==> src/rtl/core/bkr_pkg.sv <==
`default_nettype none
package bkr_pkg;

  localparam int SLOTS_DEF     = 64;
  localparam int NODE_BITS_DEF = 32;
  localparam int FIELD_W       = 32;
  localparam int ECNT_W        = 7;
  localparam int NCNT_W        = 8;
  localparam int SS_W          = 7;
  localparam int CFG_IDX_W     = 1;
  localparam int ACT_W         = 3;

  localparam logic [CFG_IDX_W-1:0] CFG_SAMPLE_SIZE = 1'd0;
  localparam logic [CFG_IDX_W-1:0] CFG_STOP_TIME   = 1'd1;

  localparam logic [SS_W-1:0]    SAMPLE_SIZE_RST = 7'd64;
  localparam logic [FIELD_W-1:0] STOP_TIME_RST   = 32'hFFFF_FFFF;

  typedef enum logic [ACT_W-1:0] {
    ACT_STOPPED  = 3'd0,
    ACT_DUP      = 3'd1,
    ACT_INSERTED = 3'd2,
    ACT_REPLACED = 3'd3,
    ACT_REJECTED = 3'd4,
    ACT_DUMP     = 3'd5,
    ACT_EMPTY    = 3'd6
  } action_t;

  // Operand of one node table pass
  typedef enum logic [1:0] {
    NSEL_OLD_LO = 2'd0,
    NSEL_OLD_HI = 2'd1,
    NSEL_NEW_LO = 2'd2,
    NSEL_NEW_HI = 2'd3
  } nsel_t;

  typedef struct packed {
    logic    load_in;
    logic    set_frozen;
    logic    eclr;
    logic    eread;
    logic    eskip;
    logic    ewrite;
    logic    ewr_ins;
    logic    nclr;
    logic    nscan;
    logic    nfin;
    nsel_t   nsel;
    logic    emit;
    action_t act;
  } ctrl_cmd_t;

  typedef struct packed {
    logic in_dump;
    logic in_stop;
    logic dump_empty;
    logic eidx_end;
    logic dcur_valid;
    logic dlast;
    logic escan_done;
    logic dup;
    logic can_insert;
    logic can_replace;
    logic nscan_done;
    logic old_self;
    logic new_self;
    logic out_free;
  } dp_stat_t;

endpackage
`default_nettype wire

==> src/rtl/core/bkr_ctrl.sv <==
`default_nettype none
module bkr_ctrl (
  input  wire logic               clk,
  input  wire logic               rst,
  input  wire logic               in_valid,
  output logic                    in_ready,
  input  wire bkr_pkg::dp_stat_t  st,
  output bkr_pkg::ctrl_cmd_t      ctl
);

  typedef enum logic [7:0] {
    S_IDLE   = 8'b0000_0001,
    S_ESCAN  = 8'b0000_0010,
    S_DECIDE = 8'b0000_0100,
    S_NSCAN  = 8'b0000_1000,
    S_NFIN   = 8'b0001_0000,
    S_EMIT   = 8'b0010_0000,
    S_DRD    = 8'b0100_0000,
    S_DWT    = 8'b1000_0000
  } state_t;

  state_t           state, state_next;
  bkr_pkg::action_t act, act_next;
  bkr_pkg::nsel_t   nsel, nsel_next;
  logic             accept;

  assign in_ready = (state == S_IDLE);
  assign accept   = in_valid && in_ready;

  always_ff @(posedge clk) begin
    if (rst) begin
      state <= S_IDLE;
      act   <= bkr_pkg::ACT_STOPPED;
      nsel  <= bkr_pkg::NSEL_NEW_LO;
    end else begin
      state <= state_next;
      act   <= act_next;
      nsel  <= nsel_next;
    end
  end

  always_comb begin
    state_next = state;
    act_next   = act;
    nsel_next  = nsel;
    ctl        = '0;
    ctl.nsel   = nsel;
    ctl.act    = act;
    unique case (state)
      S_IDLE: begin
        if (accept) begin
          ctl.load_in = 1'b1;
          ctl.eclr    = 1'b1;
          priority if (st.in_dump) begin
            act_next   = st.dump_empty ? bkr_pkg::ACT_EMPTY : bkr_pkg::ACT_DUMP;
            state_next = st.dump_empty ? S_EMIT : S_DRD;
          end else if (st.in_stop) begin
            ctl.set_frozen = 1'b1;
            act_next       = bkr_pkg::ACT_STOPPED;
            state_next     = S_EMIT;
          end else begin
            state_next = S_ESCAN;
          end
        end
      end
      S_ESCAN: begin
        ctl.eread = 1'b1;
        if (st.escan_done) begin
          state_next = S_DECIDE;
        end
      end
      S_DECIDE: begin
        priority if (st.dup) begin
          act_next   = bkr_pkg::ACT_DUP;
          state_next = S_EMIT;
        end else if (st.can_insert) begin
          ctl.ewrite  = 1'b1;
          ctl.ewr_ins = 1'b1;
          ctl.nclr    = 1'b1;
          act_next    = bkr_pkg::ACT_INSERTED;
          nsel_next   = bkr_pkg::NSEL_NEW_LO;
          state_next  = S_NSCAN;
        end else if (st.can_replace) begin
          ctl.ewrite = 1'b1;
          ctl.nclr   = 1'b1;
          act_next   = bkr_pkg::ACT_REPLACED;
          nsel_next  = bkr_pkg::NSEL_OLD_LO;
          state_next = S_NSCAN;
        end else begin
          act_next   = bkr_pkg::ACT_REJECTED;
          state_next = S_EMIT;
        end
      end
      S_NSCAN: begin
        ctl.nscan = 1'b1;
        if (st.nscan_done) begin
          state_next = S_NFIN;
        end
      end
      S_NFIN: begin
        ctl.nfin = 1'b1;
        ctl.nclr = 1'b1;
        unique case (nsel)
          bkr_pkg::NSEL_OLD_LO: begin
            nsel_next  = st.old_self ? bkr_pkg::NSEL_NEW_LO : bkr_pkg::NSEL_OLD_HI;
            state_next = S_NSCAN;
          end
          bkr_pkg::NSEL_OLD_HI: begin
            nsel_next  = bkr_pkg::NSEL_NEW_LO;
            state_next = S_NSCAN;
          end
          bkr_pkg::NSEL_NEW_LO: begin
            nsel_next  = bkr_pkg::NSEL_NEW_HI;
            state_next = st.new_self ? S_EMIT : S_NSCAN;
          end
          bkr_pkg::NSEL_NEW_HI: begin
            state_next = S_EMIT;
          end
          default: state_next = S_EMIT;
        endcase
      end
      S_EMIT: begin
        if (st.out_free) begin
          ctl.emit   = 1'b1;
          state_next = S_IDLE;
        end
      end
      S_DRD: begin
        priority if (st.eidx_end) begin
          state_next = S_IDLE;
        end else if (st.dcur_valid) begin
          ctl.eread  = 1'b1;
          state_next = S_DWT;
        end else begin
          ctl.eskip = 1'b1;
        end
      end
      S_DWT: begin
        if (st.out_free) begin
          ctl.emit   = 1'b1;
          state_next = st.dlast ? S_IDLE : S_DRD;
        end
      end
      default: state_next = S_IDLE;
    endcase
  end

endmodule
`default_nettype wire

==> config.mk <==
export PLATFORM = sky130hd
export DESIGN_NAME = bkr_ctrl
export DESIGN_NICKNAME = d
export VERILOG_FILES = /design/src/rtl/core/bkr_pkg.sv /design/src/rtl/core/bkr_ctrl.sv
export SDC_FILE = /design/constraint.sdc
export NUM_CORES = 1
export LEC_CHECK = 0
export BUFFER_PORTS_ARGS = -buffer_cell sky130_fd_sc_hd__buf_4
export CAP_MARGIN = 20
export CORE_MARGIN = 2
export CORE_UTILIZATION = 45
export DETAILED_ROUTE_END_ITERATION = 8
export PLACE_DENSITY_LB_ADDON = 0.15
export SETUP_SLACK_MARGIN = 0.1
export SYNTH_ARGS = -nofsm -noshare
export SYNTH_HDL_FRONTEND = slang
export SYNTH_SLANG_ARGS = --single-unit
==> constraint.sdc <==
create_clock -name clk -period 1.6 [get_ports clk]
set_input_delay 0.08 -clock clk [delete_from_list [all_inputs] [get_ports clk]]
set_output_delay 0.08 -clock clk [all_outputs]
set_load 0.05 [all_outputs]
# [Word level (Yosys, flattened, before mapping)]
# Index checks and enable logic that the tools add are counted.
[word_totals] elab_cells=83 input_bits=17 out_inout_bits=17 register_bits=13
[classes] n_mux=50 eq_ne=21 n_reduce_logical=9
[op_table] operator="2-to-1 mux 8 bit" n=8
[op_table] operator="case mux 8 bit (8 select lines)" n=1
[op_table] operator="2-to-1 mux 6 bit" n=5
[op_table] operator="2-to-1 mux 3 bit" n=9
[op_table] operator="case mux 8 bit (3 select lines)" n=1
[op_table] operator="2-to-1 mux 2 bit" n=7
[op_table] operator="2-to-1 mux 7 bit" n=2
[op_table] operator="2-to-1 mux 1 bit" n=12
[op_table] operator="inequality test 2 bit, second input constant" n=5
[op_table] operator="== test 8 x 1 -> 1 bit, second input constant" n=1
[op_table] operator="== test 8 x 2 -> 1 bit, second input constant" n=1
[op_table] operator="== test 8 x 3 -> 1 bit, second input constant" n=1
[op_table] operator="== test 8 x 4 -> 1 bit, second input constant" n=1
[op_table] operator="== test 8 x 5 -> 1 bit, second input constant" n=1
[op_table] operator="== test 8 x 6 -> 1 bit, second input constant" n=1
[op_table] operator="== test 8 x 7 -> 1 bit, second input constant" n=1
[op_table] operator="== test 8 bit, second input constant" n=1
[op_table] operator="inequality test 3 bit, second input constant" n=2
[op_table] operator="case mux 2 bit (3 select lines)" n=1
[op_table] operator="case mux 3 bit (2 select lines)" n=1
[op_table] operator="AND reduction 6 bit" n=1
[op_table] operator="== test 2 bit, second input constant" n=2
[op_table] operator="inequality test 4 x 1 -> 1 bit, second input constant" n=1
[op_table] operator="case mux 1 bit (2 select lines)" n=2
[op_table] operator="10 further kinds" n=12

# [Depth between registers and ports, before layout]
[depth] word_depth=4 mapped_depth=7

# [Worst setup path before layout]
# No wires, ideal clock.
[synth_path] path_kind="register to output" start="reg state[7]" end="out ctl[14] (netlist bit)" stages_incl_launch_ff=7 slack_ns=-0.886 arrival_time_ns=2.406 cell_sequence="dfxtp_1 -> buf_4 -> nor3_2 -> nand4_1 -> inv_1 -> and2_1 -> and3b_1"
[synth_rtl] element="from (decl)" line_no="bkr_ctrl.sv:22" source="state_t state, state_next;"
[synth_rtl] element="from (signal assigned)" line_no="bkr_ctrl.sv:36" source="state <= state_next;"
[synth_rtl] element="to (decl)" line_no="bkr_ctrl.sv:8" source="output bkr_pkg::ctrl_cmd_t ctl"

==> run_results.csv <==
group,metric,value,unit
die,die_w,52.65,µm
global_routing,grt_busiest_layer,"met2",
critical_path,path_cells,"nor4_4, nand2_2, or3_4, o21ai_4, buf_6",
critical_path,r2r-start,"state[2]$_SDFFE_PP0P_",
routing,ant_nets,0,
logic_synthesis,yosys.cell_types.count,48,
critical_path,crit_arrival,1780,ps
logic_synthesis,synth_nets,155,
global_routing,grt_first_pass_wirelength,5782,µm
critical_path,crit_required,1520,ps
sta,maxSlewViolCount,0,
global_routing,overflow,0,
status,status,"finished, violations left",
finish,final_util,0.9176,
run,drv_cap,0,
cts,cts-root-buf,"clkbuf_4",
pwr,leakage,0.9135,nW
sta,fmax,537.8,MHz
global_routing,grt_usage,0.2944,
sta,rsz0062_at_grt,"true",
die,fp-row-count,17,
finish,area_growth,92.48,%
cts,cts_tree,"yes",
sta,relSlewSlack,0.7839,
routing,wire_per_inst,20.37,µm
logic_synthesis,synth.avg_cell_area,8.006,µm²
logic_synthesis,synth_edf_count,0,
logic_synthesis,yosysWarningCount,0,
die,core,2233,µm²
logic_synthesis,synth_seq_area_share,0.2444,
cts,path_clk_slew,90,ps
cts,htreeDepth,1,
die,die_area,2772,µm²
sta,clock-skew-final,4.966,ps
cts,ctsHoldBuffers,0,
critical_path,critical_path.top_delay_family,"simple AND/OR/NAND/NOR gates",
critical_path,startpoint_type,"flop",
place,port_buffers,33,
pwr,powerDensity,734.3,nW/µm²
global_routing,grt_util_met1,0.3129,
logic_synthesis,synthFlopType,"dfxtp_1",
sta,fin_crit_sh,1.162,
cts,insertion_delay,300,ps
logic_synthesis,async_flop_share,0,
pwr,power,0.001505,W
critical_path,critPathMaxFanout,5,
cts,cts_buffers,3,
routing,firstDrtPassIters,4,
critical_path,slowest_stage,"or3_4",
status,violations,"negative setup slack",
routing,drt_iter0_drc,37,
sta,hold_violations,0,
sta,worst_pin_slew,321.7,ps
critical_path,endpoint_kind,"primary output",
critical_path,cp-startpoint,"state[0]$_SDFFE_PP1P_",
logic_synthesis,ys_ff_latch,13,
min_path,hp-start,"rst",
logic_synthesis,synthCells,133,
sta,setup_viol,24,
routing,vias_per_cell,6.105,
min_path,min_path_type,"in -> reg",
routing,vias,1453,
sta,setup_ws,-259.5,ps
routing,route.detailed.drc,0,
cts,clock_path_buffers,2,
global_routing,grt_max_degree,13,
die,io_pins,34,
logic_synthesis,syn_area,1065,µm²
global_routing,grt_use_met3,0.08000,
pwr,vdd_drop_max,1016,µV
cts,cts_sinks,13,
finish,drive_gt1_frac,0.6143,
routing,wl,4848,µm
critical_path,critPathBufInv,1,
critical_path,critPathMaxStageDelay,400,ps
place,place.gp.congestion,0.8652,
place,post_dp_cell_area,1513,µm²
sta,whs,39.94,ps
die,die_h,52.65,µm
global_routing,grt_pass1_vias,1270,
finish,fin_nets,233,
sta,fin_crit,1859,ps
sta,tns,-3036,ps
global_routing,antenna_found_initial,0,
finish,n_antenna_cell,0,
finish,final_area,2049,µm²
place,dpl.hpwl,2349,µm
global_routing,use_met2,0.5417,
die,start_util,0.4768,
critical_path,path_class,"reg -> out",
[worst reg2reg max path, cell delays in order, from the launching register on]
cell       delay [ps]
dfxtp_4           380
buf_4             140
buf_4             130
nor3_1            310
nand4bb_1         180
nand4_1           190
buf_6             150
nor4_1             60
o21a_1            170
[Yosys cell counts (3+ instances only)]
cell type | instances | area [µm²]
dfxtp_1 | 13 | 260.3
inv_1 | 10 | 37.54
nor2_1 | 10 | 37.54
nor3_1 | 9 | 45.04
nand2_1 | 8 | 30.03
nor4b_1 | 6 | 52.55
ha_1 | 5 | 62.56
mux2i_1 | 5 | 50.05
o21ai_0 | 5 | 25.02
a21oi_1 | 4 | 20.02
nand2b_1 | 4 | 25.02
nand4_1 | 4 | 25.02
nand3b_1 | 3 | 22.52
o21a_1 | 3 | 22.52
[worst paths after layout]
check | cells after the start | end | slack [ps]
worst min register to register | 2 | act[2]$_SDFFE_PP0P_ | 550
worst max register to register | 8 | state[1]$_SDFFE_PP0P_ | -200
worst min-delay path | 2 | state[7]$_SDFFE_PP0P_ | 40
worst max-delay path | 5 | ctl[12] | -260
[through the flow]
step | cells | setup slack [ps]
after floorplan | 133 | -269.3
after global placement | 208 | -51.30
after detailed placement | 208 | -97.25
after CTS | 221 | -240.0
after global routing | 238 | -296.4
final | 238 | -259.5
[flip-flops by register name (all words and copies together) (netlist names)]
signal / flops
state: 8
nsel: 2
act: 3
[final cells by class]
| cell class | count | area [µm²] |
|---|---|---|
| inverters | 10 | 46.29 |
| flip-flops and latches | 13 | 287.8 |
| repair buffers | 80 | 733.2 |
| well taps | 28 | 35.03 |
| clock buffers | 4 | 26.28 |
| fillers | 85 | 183.9 |
| multi-input cells | 103 | 920.9 |
[per-layer routing]
layer  up-vias  wire, µm
met1       715      1900
li1        644         -
met5         -         0
met2        76      2489
met4         0       182
met3        18       275
[repair_timing]
item	CTS	global route
hold endpoints to repair	0	0
gates resized for setup	52	27
buffers inserted	9	19
pin swaps	12	20
endpoints found under the setup margin	23	25
[kinds of logic after synthesis]
logic type               after synthesis  share of synthesized area
flip-flops                            13                     0.2444
AO/OA/AOI/OAI                         27                     0.1763
adder cells (fa/ha/maj)                5                    0.05875
XOR/XNOR                               3                    0.02468
buffers and inverters                 17                    0.07638
AND/OR/NAND/NOR                       62                     0.3619
multiplexers                           6                    0.05758
[power by group]
part	internal [W]	switching (W)	total, W
Combinational	0.000409	0.000471	0.000880
Clock	0.0000976	0.000135	0.000232
Sequential	0.000345	0.0000468	0.000392
Total	0.000852	0.000653	0.00150
[layout by cell type, fill, tap and decap left out, types with 3 or more instances in the layout]
master / count
buf_4: 55
buf_6: 16
nor2_1: 8
buf_8: 8
inv_1: 7
nand2_1: 6
dfxtp_4: 6
mux2i_1: 5
ha_1: 5
nor3_4: 4
nand4_1: 4
nand2b_1: 4
nor3_1: 4
a21oi_1: 4
dfxtp_2: 4
nor4b_2: 3
nand3b_1: 3
o21ai_0: 3
dfxtp_1: 3
clkbuf_4: 3
Note: power is estimated with default switching activity, not from simulation.
